$ cat src/adsr_pkg.sv
// ----------------------------------------------------------------------------
// adsr_pkg
// shared types and fixed widths of the linear ADSR envelope generator
// ----------------------------------------------------------------------------
`default_nettype none

package adsr_pkg;

  localparam int POS_W       = 28;
  localparam int NOTE_W      = 26;
  localparam int KIND_W      = 2;
  localparam int PHASE_W     = 3;
  localparam int IN_TDATA_W  = 32;
  localparam int APB_ADDR_W  = 4;
  localparam int APB_DATA_W  = 32;

  typedef enum logic [KIND_W-1:0] {
    KIND_TICK    = 2'd0,
    KIND_TRIGGER = 2'd1,
    KIND_RELEASE = 2'd2,
    KIND_RESET   = 2'd3
  } kind_t;

  typedef enum logic [PHASE_W-1:0] {
    PH_IDLE    = 3'd0,
    PH_ATTACK  = 3'd1,
    PH_DECAY   = 3'd2,
    PH_SUSTAIN = 3'd3,
    PH_RELEASE = 3'd4
  } phase_t;

  typedef enum logic [1:0] {
    REG_ATTACK  = 2'd0,
    REG_DECAY   = 2'd1,
    REG_RELEASE = 2'd2,
    REG_SUSTAIN = 2'd3
  } cfg_reg_t;

  typedef enum logic [1:0] {
    LEV_ZERO = 2'd0,
    LEV_SUST = 2'd1,
    LEV_QUOT = 2'd2,
    LEV_INV  = 2'd3
  } level_op_t;

  typedef enum logic [1:0] {
    CTL_IDLE   = 2'd0,
    CTL_CALC   = 2'd1,
    CTL_FINISH = 2'd2
  } ctl_state_t;

  typedef enum logic [1:0] {
    MD_IDLE = 2'd0,
    MD_MUL  = 2'd1,
    MD_DIV  = 2'd2
  } md_state_t;

endpackage

`default_nettype wire

$ cat src/adsr_muldiv.sv
// ----------------------------------------------------------------------------
// adsr_muldiv
// bit-serial shift-add multiply followed by restoring divide, saturated quotient
// ----------------------------------------------------------------------------
`default_nettype none

module adsr_muldiv #(
  parameter int A_W = 28,
  parameter int B_W = 17,
  parameter int D_W = 24
) (
  input  wire logic           clk,
  input  wire logic           rst,
  input  wire logic           start,
  input  wire logic [A_W-1:0] a,
  input  wire logic [B_W-1:0] b,
  input  wire logic [D_W-1:0] divisor,
  output logic                done,
  output logic [B_W-1:0]      quot_sat
);

  localparam int PROD_W = A_W + B_W;
  localparam int CNT_W  = $clog2(PROD_W);
  localparam logic [B_W-1:0] ONE_LEVEL = {1'b1, {(B_W-1){1'b0}}};

  adsr_pkg::md_state_t state;
  adsr_pkg::md_state_t state_next;

  logic [PROD_W-1:0] mcand;
  logic [B_W-1:0]    mplier;
  logic [PROD_W-1:0] prod;
  logic [D_W-1:0]    dvs;
  logic [D_W-1:0]    rem;
  logic [B_W-1:0]    quot;
  logic              ovf;
  logic [CNT_W-1:0]  cnt;
  logic              done_next;
  logic [D_W:0]      trial;
  logic              trial_ge;

  assign trial    = {rem, prod[PROD_W-1]};
  assign trial_ge = trial >= {1'b0, dvs};
  assign quot_sat = (ovf || quot > ONE_LEVEL) ? ONE_LEVEL : quot;

  always_comb begin
    state_next = state;
    unique case (state)
      adsr_pkg::MD_IDLE: begin
        if (start) state_next = adsr_pkg::MD_MUL;
      end
      adsr_pkg::MD_MUL: begin
        if (cnt == '0) state_next = adsr_pkg::MD_DIV;
      end
      adsr_pkg::MD_DIV: begin
        if (cnt == '0) state_next = adsr_pkg::MD_IDLE;
      end
      default: state_next = adsr_pkg::MD_IDLE;
    endcase
  end

  always_comb begin
    done_next = (state == adsr_pkg::MD_DIV) && (cnt == '0);
  end

  always_ff @(posedge clk) begin
    if (rst) begin
      state <= adsr_pkg::MD_IDLE;
      done  <= 1'b0;
    end else begin
      state <= state_next;
      done  <= done_next;
    end
  end

  always_ff @(posedge clk) begin
    unique case (state)
      adsr_pkg::MD_IDLE: begin
        if (start) begin
          mcand  <= PROD_W'(a);
          mplier <= b;
          dvs    <= divisor;
          prod   <= '0;
          rem    <= '0;
          quot   <= '0;
          ovf    <= 1'b0;
          cnt    <= CNT_W'(B_W - 1);
        end
      end
      adsr_pkg::MD_MUL: begin
        if (mplier[0]) prod <= prod + mcand;
        mcand  <= mcand << 1;
        mplier <= mplier >> 1;
        cnt    <= (cnt == '0) ? CNT_W'(PROD_W - 1) : cnt - CNT_W'(1);
      end
      adsr_pkg::MD_DIV: begin
        rem  <= trial_ge ? D_W'(trial - {1'b0, dvs}) : trial[D_W-1:0];
        prod <= prod << 1;
        quot <= {quot[B_W-2:0], trial_ge};
        ovf  <= ovf | quot[B_W-1];
        cnt  <= cnt - CNT_W'(1);
      end
      default: begin
      end
    endcase
  end

endmodule

`default_nettype wire

$ cat src/adsr_envelope_generator.sv
// ----------------------------------------------------------------------------
// adsr_envelope_generator
// linear attack, decay, sustain and release envelope, one level per tick
// ----------------------------------------------------------------------------
// Items enter on the s_ stream: a tick, a note trigger with its length, a note
// release or a reset. Only a tick gives a result, a level in unsigned fixed
// point with LEVEL_FRAC_BITS fraction bits plus its phase, on the m_ stream;
// m_tlast marks that the envelope has come back to idle. Attack, decay and
// release ticks run one shared bit-serial unit: LEVEL_FRAC_BITS+1 shift-add
// steps, then max(28, LEN_BITS)+LEVEL_FRAC_BITS+1 restoring divide steps.
// Sustain and idle ticks, and a release tick that ends the fade, skip that
// unit. A finished result waits in the output register while the next item
// is taken. Registers are written over the APB port at 4*index.
// ----------------------------------------------------------------------------
`default_nettype none

module adsr_envelope_generator #(
  parameter int LEN_BITS        = 24,
  parameter int LEVEL_FRAC_BITS = 16
) (
  input  wire logic                                clk,
  input  wire logic                                rst,
  // slave stream
  input  wire logic                                s_tvalid,
  output logic                                     s_tready,
  input  wire logic [adsr_pkg::IN_TDATA_W-1:0]     s_tdata,  // note_length
  input  wire logic [adsr_pkg::KIND_W-1:0]         s_tuser,  // kind
  // master stream
  output logic                                     m_tvalid,
  input  wire logic                                m_tready,
  output logic [((LEVEL_FRAC_BITS+8)/8)*8-1:0]     m_tdata,  // level
  output logic [adsr_pkg::PHASE_W-1:0]             m_tuser,  // phase
  output logic                                     m_tlast,  // finished
  // configuration
  input  wire logic                                psel,
  input  wire logic                                penable,
  input  wire logic                                pwrite,
  input  wire logic [adsr_pkg::APB_ADDR_W-1:0]     paddr,
  input  wire logic [adsr_pkg::APB_DATA_W-1:0]     pwdata,
  output logic [adsr_pkg::APB_DATA_W-1:0]          prdata,
  output logic                                     pready
);

  localparam int LEVEL_W    = LEVEL_FRAC_BITS + 1;
  localparam int OUT_DATA_W = ((LEVEL_FRAC_BITS + 8) / 8) * 8;
  localparam int POS_W      = adsr_pkg::POS_W;
  localparam int NOTE_W     = adsr_pkg::NOTE_W;
  localparam int A_W        = (POS_W > LEN_BITS) ? POS_W : LEN_BITS;
  localparam int CMP_W      = A_W + 1;
  localparam int SUM_W      = LEN_BITS + 2;
  localparam int TRIG_W     = (SUM_W > NOTE_W) ? SUM_W : NOTE_W;
  localparam logic [LEVEL_W-1:0] ONE_LEVEL = {1'b1, {LEVEL_FRAC_BITS{1'b0}}};

  // configuration registers
  logic [LEN_BITS-1:0] attack_len;
  logic [LEN_BITS-1:0] decay_len;
  logic [LEN_BITS-1:0] release_len;
  logic [LEVEL_W-1:0]  sustain_level;

  // envelope state
  adsr_pkg::phase_t    phase;
  logic [POS_W-1:0]    position;
  logic [NOTE_W-1:0]   sustain_count;
  logic [POS_W-1:0]    release_begin;
  logic [LEVEL_W-1:0]  held_level;

  // control
  adsr_pkg::ctl_state_t ctl_state;
  adsr_pkg::ctl_state_t ctl_state_next;
  adsr_pkg::level_op_t  op;
  logic                 held_upd;
  logic                 accept;
  logic                 md_start;
  logic                 md_done;
  logic                 out_load;
  logic                 cfg_write;

  // output register
  logic [LEVEL_W-1:0]  out_level;
  adsr_pkg::phase_t    out_phase;
  logic                out_last;

  // decode
  adsr_pkg::kind_t     kind;
  logic [NOTE_W-1:0]   note_length;
  logic [LEN_BITS-1:0] eff_attack;
  logic [LEN_BITS-1:0] eff_decay;
  logic [LEN_BITS-1:0] eff_release;
  logic [LEVEL_W-1:0]  eff_sustain;
  logic [TRIG_W-1:0]   other_sum;
  logic [TRIG_W-1:0]   note_ext;
  logic [NOTE_W-1:0]   trig_count;
  logic [CMP_W-1:0]    pos_inc;
  logic [POS_W-1:0]    rel_dist;
  logic [CMP_W-1:0]    rel_dist_inc;

  adsr_pkg::level_op_t tick_op;
  adsr_pkg::phase_t    tick_phase;
  logic [POS_W-1:0]    tick_pos;
  logic                tick_held_upd;
  logic [A_W-1:0]      md_a;
  logic [LEVEL_W-1:0]  md_b;
  logic [LEN_BITS-1:0] md_div;
  logic [LEVEL_W-1:0]  md_quot;
  logic [LEVEL_W-1:0]  level_calc;

  assign kind        = adsr_pkg::kind_t'(s_tuser);
  assign note_length = s_tdata[NOTE_W-1:0];
  assign eff_attack  = (attack_len == '0) ? LEN_BITS'(1) : attack_len;
  assign eff_decay   = (decay_len == '0) ? LEN_BITS'(1) : decay_len;
  assign eff_release = (release_len == '0) ? LEN_BITS'(1) : release_len;
  assign eff_sustain = (sustain_level > ONE_LEVEL) ? ONE_LEVEL : sustain_level;

  assign other_sum  = TRIG_W'(eff_attack) + TRIG_W'(eff_decay) + TRIG_W'(eff_release);
  assign note_ext   = TRIG_W'(note_length);
  assign trig_count = (note_ext > other_sum) ? NOTE_W'(note_ext - other_sum) : '0;

  assign pos_inc      = CMP_W'(position) + CMP_W'(1);
  assign rel_dist     = position - release_begin;
  assign rel_dist_inc = CMP_W'(rel_dist) + CMP_W'(1);

  assign pready    = 1'b1;
  assign cfg_write = psel && penable && pwrite && pready;

  // per-tick decisions from the current phase
  always_comb begin
    tick_op       = adsr_pkg::LEV_ZERO;
    tick_phase    = adsr_pkg::PH_IDLE;
    tick_pos      = position;
    tick_held_upd = 1'b0;
    md_a          = A_W'(position);
    md_b          = ONE_LEVEL;
    md_div        = eff_attack;
    unique case (phase)
      adsr_pkg::PH_ATTACK: begin
        tick_op       = adsr_pkg::LEV_QUOT;
        tick_held_upd = 1'b1;
        if (pos_inc >= CMP_W'(eff_attack)) begin
          tick_phase = adsr_pkg::PH_DECAY;
          tick_pos   = '0;
        end else begin
          tick_phase = adsr_pkg::PH_ATTACK;
          tick_pos   = pos_inc[POS_W-1:0];
        end
      end
      adsr_pkg::PH_DECAY: begin
        tick_op       = adsr_pkg::LEV_INV;
        tick_held_upd = 1'b1;
        md_b          = ONE_LEVEL - eff_sustain;
        md_div        = eff_decay;
        if (pos_inc >= CMP_W'(eff_decay)) begin
          tick_phase = adsr_pkg::PH_SUSTAIN;
          tick_pos   = '0;
        end else begin
          tick_phase = adsr_pkg::PH_DECAY;
          tick_pos   = pos_inc[POS_W-1:0];
        end
      end
      adsr_pkg::PH_SUSTAIN: begin
        tick_op       = adsr_pkg::LEV_SUST;
        tick_held_upd = 1'b1;
        tick_pos      = pos_inc[POS_W-1:0];
        tick_phase    = (pos_inc >= CMP_W'(sustain_count)) ? adsr_pkg::PH_IDLE
                                                           : adsr_pkg::PH_SUSTAIN;
      end
      adsr_pkg::PH_RELEASE: begin
        tick_pos = pos_inc[POS_W-1:0];
        md_a     = A_W'(CMP_W'(eff_release) - CMP_W'(rel_dist));
        md_b     = held_level;
        md_div   = eff_release;
        if (rel_dist_inc >= CMP_W'(eff_release)) begin
          tick_op    = adsr_pkg::LEV_ZERO;
          tick_phase = adsr_pkg::PH_IDLE;
        end else begin
          tick_op    = adsr_pkg::LEV_QUOT;
          tick_phase = adsr_pkg::PH_RELEASE;
        end
      end
      default: begin
        tick_op    = adsr_pkg::LEV_ZERO;
        tick_phase = adsr_pkg::PH_IDLE;
      end
    endcase
  end

  adsr_muldiv #(
    .A_W (A_W),
    .B_W (LEVEL_W),
    .D_W (LEN_BITS)
  ) u_muldiv (
    .clk      (clk),
    .rst      (rst),
    .start    (md_start),
    .a        (md_a),
    .b        (md_b),
    .divisor  (md_div),
    .done     (md_done),
    .quot_sat (md_quot)
  );

  always_comb begin
    unique case (op)
      adsr_pkg::LEV_ZERO: level_calc = '0;
      adsr_pkg::LEV_SUST: level_calc = eff_sustain;
      adsr_pkg::LEV_QUOT: level_calc = md_quot;
      adsr_pkg::LEV_INV:  level_calc = ONE_LEVEL - md_quot;
    endcase
  end

  // control: next state
  always_comb begin
    ctl_state_next = ctl_state;
    unique case (ctl_state)
      adsr_pkg::CTL_IDLE: begin
        if (accept && kind == adsr_pkg::KIND_TICK) begin
          ctl_state_next = md_start ? adsr_pkg::CTL_CALC : adsr_pkg::CTL_FINISH;
        end
      end
      adsr_pkg::CTL_CALC: begin
        if (md_done) ctl_state_next = adsr_pkg::CTL_FINISH;
      end
      adsr_pkg::CTL_FINISH: begin
        if (out_load) ctl_state_next = adsr_pkg::CTL_IDLE;
      end
      default: ctl_state_next = adsr_pkg::CTL_IDLE;
    endcase
  end

  // control: outputs
  always_comb begin
    s_tready = (ctl_state == adsr_pkg::CTL_IDLE);
    accept   = s_tvalid && s_tready;
    md_start = accept && (kind == adsr_pkg::KIND_TICK) &&
               (tick_op == adsr_pkg::LEV_QUOT || tick_op == adsr_pkg::LEV_INV);
    out_load = (ctl_state == adsr_pkg::CTL_FINISH) && (!m_tvalid || m_tready);
  end

  always_ff @(posedge clk) begin
    if (rst) begin
      ctl_state <= adsr_pkg::CTL_IDLE;
      m_tvalid  <= 1'b0;
    end else begin
      ctl_state <= ctl_state_next;
      if (out_load) begin
        m_tvalid <= 1'b1;
      end else if (m_tready) begin
        m_tvalid <= 1'b0;
      end
    end
  end

  // register writes
  always_ff @(posedge clk) begin
    if (rst) begin
      attack_len    <= LEN_BITS'(1);
      decay_len     <= LEN_BITS'(1);
      release_len   <= LEN_BITS'(1);
      sustain_level <= '0;
    end else if (cfg_write) begin
      unique case (adsr_pkg::cfg_reg_t'(paddr[3:2]))
        adsr_pkg::REG_ATTACK:  attack_len    <= pwdata[LEN_BITS-1:0];
        adsr_pkg::REG_DECAY:   decay_len     <= pwdata[LEN_BITS-1:0];
        adsr_pkg::REG_RELEASE: release_len   <= pwdata[LEN_BITS-1:0];
        adsr_pkg::REG_SUSTAIN: sustain_level <= pwdata[LEVEL_W-1:0];
      endcase
    end
  end

  always_comb begin
    unique case (adsr_pkg::cfg_reg_t'(paddr[3:2]))
      adsr_pkg::REG_ATTACK:  prdata = adsr_pkg::APB_DATA_W'(attack_len);
      adsr_pkg::REG_DECAY:   prdata = adsr_pkg::APB_DATA_W'(decay_len);
      adsr_pkg::REG_RELEASE: prdata = adsr_pkg::APB_DATA_W'(release_len);
      adsr_pkg::REG_SUSTAIN: prdata = adsr_pkg::APB_DATA_W'(sustain_level);
    endcase
  end

  // envelope state
  always_ff @(posedge clk) begin
    if (rst) begin
      phase         <= adsr_pkg::PH_IDLE;
      position      <= '0;
      sustain_count <= '0;
      release_begin <= '0;
      held_level    <= '0;
    end else begin
      if (accept) begin
        unique case (kind)
          adsr_pkg::KIND_TICK: begin
            phase    <= tick_phase;
            position <= tick_pos;
          end
          adsr_pkg::KIND_TRIGGER: begin
            sustain_count <= trig_count;
            phase         <= adsr_pkg::PH_ATTACK;
            position      <= '0;
            held_level    <= '0;
          end
          adsr_pkg::KIND_RELEASE: begin
            if (phase != adsr_pkg::PH_IDLE) begin
              release_begin <= position;
              phase         <= adsr_pkg::PH_RELEASE;
            end
          end
          adsr_pkg::KIND_RESET: begin
            phase      <= adsr_pkg::PH_IDLE;
            position   <= '0;
            held_level <= '0;
          end
        endcase
      end else if (out_load && held_upd) begin
        held_level <= level_calc;
      end
    end
  end

  // per-tick latches and output register
  always_ff @(posedge clk) begin
    if (accept && kind == adsr_pkg::KIND_TICK) begin
      op       <= tick_op;
      held_upd <= tick_held_upd;
    end
    if (out_load) begin
      out_level <= level_calc;
      out_phase <= phase;
      out_last  <= (phase == adsr_pkg::PH_IDLE);
    end
  end

  assign m_tdata = OUT_DATA_W'(out_level);
  assign m_tuser = out_phase;
  assign m_tlast = out_last;

endmodule

`default_nettype wire

$ cat config.mk
export PLATFORM = sky130hd
export DESIGN_NAME = adsr_envelope_generator
export DESIGN_NICKNAME = d
export VERILOG_FILES = /design/src/adsr_pkg.sv /design/src/adsr_muldiv.sv /design/src/adsr_envelope_generator.sv
export SDC_FILE = /design/constraint.sdc
export NUM_CORES = 1
export LEC_CHECK = 0
export BUFFER_PORTS_ARGS = -buffer_cell sky130_fd_sc_hd__buf_2
export CORE_MARGIN = 2
export CORE_UTILIZATION = 29
export CTS_CLUSTER_SIZE = 28
export DETAILED_ROUTE_END_ITERATION = 8
export GPL_TIMING_DRIVEN = 0
export REMOVE_ABC_BUFFERS = 1
export SLEW_MARGIN = 20
export SYNTH_ARGS = -nofsm -noshare
export SYNTH_HDL_FRONTEND = slang
export SYNTH_SLANG_ARGS = --single-unit
$ cat constraint.sdc
create_clock -name clk -period 18.3 [get_ports clk]
set_input_delay 0 -clock clk [delete_from_list [all_inputs] [get_ports clk]]
set_output_delay 0 -clock clk [all_outputs]
set_load 0.05 [all_outputs]
# ---- Word-level counts from Yosys, hierarchy flattened
# Index checks and enable logic that the tools add are counted.
# Widths: inputs -> output; s select.
dict set report totals {
  reg_bits 400
  out_inout_bits 63
  word_cells 180
  inputBits 77
}
dict set report op_classes {
  reduce_logical 48
  eq_ne 29
  mux 56
  addsub 12
  n_bitwise 1
  order_cmp 8
}
# op count
set ops {}
lappend ops {{$mux 45} 3}
lappend ops {{$pmux 45 s3} 1}
lappend ops {{$pmux 32 s4} 1}
lappend ops {{$mux 24} 5}
lappend ops {{$mux 17} 7}
lappend ops {{$pmux 17 s2} 3}
lappend ops {{$pmux 24 s2} 2}
lappend ops {{$pmux 45 s2} 1}
lappend ops {{$ge 29x24->1} 3}
lappend ops {{$mux 28} 3}
lappend ops {{$pmux 28 s3} 1}
lappend ops {{$logic_not 24->1} 3}
lappend ops {{$pmux 17 s4} 1}
lappend ops {{$add 28x1->29 const B} 2}
lappend ops {{$pmux 28 s2} 1}
lappend ops {{$add 45x45->45} 1}
lappend ops {{$gt 17x17->1 const B} 2}
lappend ops {{$sub 17x17->17 const A} 2}
lappend ops {{$ge 29x26->1} 1}
lappend ops {{$sub 24x28->28} 1}
lappend ops {{$sub 28x28->28} 1}
lappend ops {{$add 25x24->26} 1}
lappend ops {{$gt 26x26->1} 1}
lappend ops {{$mux 26} 1}
lappend ops {{other kinds (35)} 106}

# ---- Depth between registers and ports, before layout
dict set report logic_depth {
  ltp_word 11
  ltp_mapped 31
  mapped_depth_nobuf 30
}

# ---- By module
# Synthesis repeated with hierarchy kept, for this count alone.
dict set report unflattened {
  hier_cells 3629
  hier_area_um2 30588.1
}
# module cells_each seq_area_each_um2 area_per_inst_um2 instances
set by_module_without_submodules {}
lappend by_module_without_submodules {adsr_envelope_generator 2584 4604.4 19513.7 1}
lappend by_module_without_submodules {adsr_muldiv 1045 5435.2 11074.4 1}

# ---- Worst setup path after synthesis
# Ideal clock, no wire load.
dict set report synth_timing {
  kind {reg-to-reg}
  start {reg position[0]}
  end {reg u_muldiv.mcand[0], enable pin}
  path_buffers 0
  required_ps 17732
  slack_ps 10319
  period_less_slack_ps 7981
  path_stages_with_launch 26
  setup_time_ps 568
  arrival_time_ps 7413
  cell_sequence {dfxtp_1 > inv_1 > ha_1 > fa_1 > nand2b_1 > a21oi_2 > o31ai_1 > a31oi_2 > xor2_1 > inv_1 > or4_4 > or3_4 > xnor2_1 > ha_1 > a21o_1 > a21o_1 > a21o_1 > a21o_1 > a21oi_1 > nor3_1 > nor4_1 > o311ai_1 > mux2i_1 > a21oi_2 > or2_1 > o21ai_0}
}
dict set report synth_between {
  elab_chain_cells 10
  elab_cells_between_ends 11
  cone_classes {add/sub (2); order compare (1); eq/ne (3); mux (2); reduce/logical (3)}
}
# element line
set synth_rtl {}
lappend synth_rtl {{start: declaration} adsr_envelope_generator.sv:62} ;# logic [POS_W-1:0] position;
lappend synth_rtl {{start signal: assignment} adsr_envelope_generator.sv:291} ;# position <= tick_pos;
lappend synth_rtl {{$sub 28x28->28 (*)} adsr_envelope_generator.sv:119} ;# assign rel_dist = position - release_begin;
lappend synth_rtl {{$add 28x1->29 (*)} adsr_envelope_generator.sv:120} ;# assign rel_dist_inc = CMP_W'(rel_dist) + CMP_W'(1);
lappend synth_rtl {{$ge 29x24->1 (*)} adsr_envelope_generator.sv:171} ;# if (rel_dist_inc >= CMP_W'(eff_release)) begin
lappend synth_rtl {{$mux 2 (*)} adsr_envelope_generator.sv:171}
lappend synth_rtl {{$pmux 2 s4 (*)} adsr_envelope_generator.sv:134} ;# unique case (phase)
lappend synth_rtl {{$eq 2x2->1} adsr_envelope_generator.sv:234} ;# (tick_op == adsr_pkg::LEV_QUOT || tick_op == adsr_pkg::LEV_INV);
lappend synth_rtl {{$logic_or 1x1->1 (*)} adsr_envelope_generator.sv:234}
lappend synth_rtl {{$logic_and 1x1->1 (*)} adsr_envelope_generator.sv:233} ;# md_start = accept && (kind == adsr_pkg::KIND_TICK) &&
lappend synth_rtl {{$ne 2x2->1 (no line) (*)} --}
lappend synth_rtl {{$reduce_and 2->1 (no line) (*)} --}
lappend synth_rtl {{end signal: assignment} adsr_muldiv.sv:79} ;# mcand <= PROD_W'(a);
lappend synth_rtl {{end signal: assignment} adsr_muldiv.sv:91} ;# mcand <= mcand << 1;
lappend synth_rtl {{end: declaration} adsr_muldiv.sv:29} ;# logic [PROD_W-1:0] mcand;
# Mark *: on every way between the ends. The rest lies on a longest branch, timed or not.
# A chain may end at the register's enable or synchronous reset.

# ---- Worst setup path after layout
dict set report layout_timing {
  start {reg position[0]}
  end {reg u_muldiv.prod[10], enable pin}
}
dict set report layout_between {
  elab_chain_cells 10
  elab_cells_between_ends 11
  cone_classes {add/sub (2); order compare (1); eq/ne (3); mux (2); reduce/logical (3)}
}
# element line
set layout_rtl {}
lappend layout_rtl {{$sub 28x28->28 (*)} adsr_envelope_generator.sv:119}
lappend layout_rtl {{$add 28x1->29 (*)} adsr_envelope_generator.sv:120}
lappend layout_rtl {{$ge 29x24->1 (*)} adsr_envelope_generator.sv:171}
lappend layout_rtl {{$mux 2 (*)} adsr_envelope_generator.sv:171}
lappend layout_rtl {{$pmux 2 s4 (*)} adsr_envelope_generator.sv:134}
lappend layout_rtl {{$eq 2x2->1} adsr_envelope_generator.sv:234}
lappend layout_rtl {{$logic_or 1x1->1 (*)} adsr_envelope_generator.sv:234}
lappend layout_rtl {{$logic_and 1x1->1 (*)} adsr_envelope_generator.sv:233}
lappend layout_rtl {{$ne 2x2->1 (no line) (*)} --}
lappend layout_rtl {{$reduce_and 3->1 (no line) (*)} --}
lappend layout_rtl {{end signal: assignment} adsr_muldiv.sv:90} ;# if (mplier[0]) prod <= prod + mcand;
lappend layout_rtl {{end signal: assignment} adsr_muldiv.sv:97} ;# prod <= prod << 1;
lappend layout_rtl {{end: declaration} adsr_muldiv.sv:31} ;# logic [PROD_W-1:0] prod;
# Marks and branches as above.

==> flow_summary.ini <==
[synthesis]
seq_area_frac_synth_pct = 33.0
syn_area_um2 = 30400
synthesis.yosys.warnings = 0
synth.distinct_cells = 91
synth_top_area_cell = edfxtp_1
synth_edf_count = 203
syn_inst = 3631
synth_flop_cell = edfxtp_1
async_flop_share_pct = 0
synth_area_leaders = edfxtp_1 (20%), dfxtp_1 (13%), ha_1 (11%)
synth_top_area_share_pct = 20.0
avgSynthCellArea_um2 = 8.38
synth_seq_cells = 400

[hold_path]
min_path_cells = 5
worstHoldStart = s_tdata[21]
min_to = sustain_count[21]
hold_path_class = in2reg

[floorplan]
boundaryPins = 140
fp.dieW_um = 328
start_util_pct = 29.3
dieArea_um2 = 107000
core_region_area_um2 = 104000
chipHeight_um = 328
row_count = 118

[worst_setup_path]
reg2reg_depth = 25
setup.worst_path.start_class = flop
reg2reg_slack_ns = 10.11
worstSetupEndpointType = flop
slowest_stage = a21oi_1
cp_data_arrival_time_ns = 8.43
cp_common_cell = a21o_1
rr_startpoint = position[0]
max_stage_delay_ns = 0.67
crit_type = reg2reg
rr_endpoint = u_muldiv.prod[10]
critPathMaxFanout = 45
cp.required_ns = 18.54

[detailed_routing]
drc = 0
drt_iter0_markers = 2109
antenna_left = 0
detail_route.first_pass.iterations = 5
num_vias = 26297
wirelength_mm = 92.9
wl_per_cell_um = 18.4
via_per_inst = 5.22

[cells_and_area]
multi_input_area_um2 = 18700
synthToLayoutAreaGrowth_pct = 12.6
n_antenna_cell = 0
final_cell_area_um2 = 34200
seqCellArea_um2 = 10000
num-fill-cells = 10826
fin_nets = 4006
drive_gt1_share_pct = 8.14

[clock_tree]
cts_max_path_buffers = 3
cts_buffers = 47
root_buffer = clkbuf_16
cts_tree = done
cts_sinks = 400
clk_pin_slew_worst_paths_ns = 0.06
htree_levels = 2
worstSkewPairLatency_ns = 0.63

[sta]
finalCritPeriodShare_pct = 44.8
fmax_mhz = 122
slew_viol_final = 0
skew_ns = 0.0394
setup_tns_ns = 0
tightest_slew_ns = 1.16
period_needed_ns = 8.20
worst_hold_slack_ns = 0.0295
rsz0062_at_grt = no
finalHoldViolations = 0
finalSetupViolations = 0
slew_headroom_pct = 22.6
fin_ws_ns = 10.11

[global_routing]
grt_overflow_total = 0
grt_usage_pct = 16.9
grt_pass1_wl_mm = 144
grt_pass1_vias = 24856
grt_max_degree = 75
antenna_found_initial = 1

[status]
outcome = finished, final reports clean

[pwr]
pwr_density_cell_nw_per_um2 = 63.4
leakage_nw = 13.2
p_total_mw = 2.17
vdd_drop_max_mv = 0.0658

[placed_design]
placed_area_um2 = 32300
hpwl_mm = 72.1
gp_congestion = 0.983
pre_cts_ws_ns = 10.18
portBuffers = 107

[flow_run]
maxCapViolations = 0
==> sequential cells by signal, indices dropped and copies added, names as in the netlist, 2 cells and up <==
register         count
sustain_count       26
m_tuser              3
u_muldiv.dvs        24
u_muldiv.quot       17
phase                3
u_muldiv.prod       45
u_muldiv.rem        24
u_muldiv.mcand      45
u_muldiv.mplier     17
out_level           17
ctl_state            2
u_muldiv.cnt         6
release_begin       28
op                   2
release_len         24
position            28
u_muldiv.state       2
decay_len           24
sustain_level       17
attack_len          24
held_level          17
==> cell type report <==
cell class | instances | area share [%]
clock inverter | 21 | 0.738
inverter | 239 | 2.62
sequential | 400 | 29.3
multi-input combinational | 2774 | 54.7
clock buffer | 67 | 3.89
tap | 1380 | 5.04
timing repair buffer | 161 | 3.69
==> Yosys cell counts, drive strengths merged, types with 72 or more instances <==
| cell type | instances |
|---|---|
| nor2 | 218 |
| nor3 | 74 |
| a21o | 86 |
| ha | 276 |
| a22oi | 76 |
| dfxtp | 197 |
| nand3 | 80 |
| nor2b | 72 |
| o21ai | 187 |
| a21oi | 306 |
| xnor2 | 114 |
| inv | 237 |
| nand2 | 500 |
| edfxtp | 203 |
| and2 | 73 |
| clkbuf | 203 |
==> routing by layer <==
metal / track usage (%) / vias to the layer above / share of wire (%) / wire length, µm
met3: 2.21 / 141 / 5.5 / 5100
li1: - / 12934 / - / -
met1: 22.4 / 12465 / 45 / 41500
met5: 0 / - / 0.0075 / 7
met2: 27.8 / 755 / 46 / 42600
met4: 6.59 / 2 / 4.0 / 3730
==> metrics by stage <==
step | instances | utilization [%]
3_5_place_dp | 4917 | 31.1
3_3_place_gp | 4900 | 30.6
2_1_floorplan | 3413 | -
5_1_grt | 5042 | 33.0
6_report | 5042 | 33.0
4_1_cts | 5041 | 33.0
==> how the worst max path moves through the flow <==
stage | start | end | slack [ns]
after floorplan | u_muldiv.state[1] | u_muldiv.mcand[0] | 9.74
after global placement | u_muldiv.state[1] | u_muldiv.mcand[0] | 4.21
after detailed placement | position[0] | u_muldiv.prod[0] | 10.18
after CTS | position[0] | u_muldiv.prod[2] | 10.14
after global routing | position[0] | u_muldiv.prod[8] | 9.63
final | position[0] | u_muldiv.prod[10] | 10.11
==> logic make-up (layout without fill, tap and decap cells) <==
family	Yosys count	after routing	synth area share [%]
and+or+nand+nor	1262	1262	19.7
AOI/OAI and AO/OA	957	957	20.2
buffers and inverters	471	488	6.03
DFF	400	400	33.0
adders and majority gates	306	306	13.3
xor gates and xnor gates	185	185	5.33
muxes	48	48	2.29
other	2	16	0.0247
==> timing repair <==
action | CTS | global route
setup buffers | 0 | 0
hold endpoints to repair | 150 | 0
hold buffers | 36 | 0
resized for setup | 0 | 0
endpoints found under the setup margin | 0 | 0
==> power by group <==
part           internal (mW)  leakage (nW)  switching, mW
registers              0.950          3.42         0.0153
clock network          0.555         0.785          0.403
logic                 0.0926          9.02          0.155
==> worst max-delay path, delay by kind of cell (launching register included) <==
| kind | cells | cell delay (ns) |
|---|---|---|
| AOI/OAI and AO/OA | 12 | 3.27 |
| xor gates and xnor gates | 2 | 0.54 |
| adders and majority gates | 3 | 0.93 |
| buffers and inverters | 2 | 0.21 |
| DFF | 1 | 0.61 |
| muxes | 1 | 0.34 |
| and+or+nand+nor | 5 | 1.86 |
==> cell usage in the layout, fill, tap and decap left out, types with 28 or more instances in the layout <==
| master | Yosys | layout |
|---|---|---|
| inv_1 | 236 | 235 |
| mux2i_1 | 28 | 28 |
| nand2_1 | 500 | 495 |
| a211oi_1 | 37 | 37 |
| xor2_1 | 71 | 71 |
| nand4_1 | 47 | 47 |
| and3_1 | 34 | 34 |
| nand3_1 | 80 | 79 |
| o21ai_0 | 185 | 183 |
| ha_1 | 276 | 273 |
| nor3_1 | 73 | 71 |
| xnor2_1 | 114 | 114 |
| a21o_1 | 86 | 86 |
| o221ai_1 | 29 | 29 |
| fa_1 | 30 | 30 |
| edfxtp_1 | 203 | 203 |
| clkbuf_16 | 0 | 47 |
| and2_1 | 72 | 71 |
| a21oi_1 | 304 | 301 |
| dfxtp_1 | 197 | 197 |
| o21a_1 | 35 | 34 |
| a22oi_1 | 75 | 75 |
| nor2_1 | 218 | 216 |
| dlygate4sd3_1 | 0 | 36 |
| nand2b_1 | 41 | 41 |
| buf_2 | 6 | 106 |
| nor4_1 | 34 | 34 |
| nor2b_1 | 72 | 71 |
Note: power is estimated with default switching activity, not from simulation.
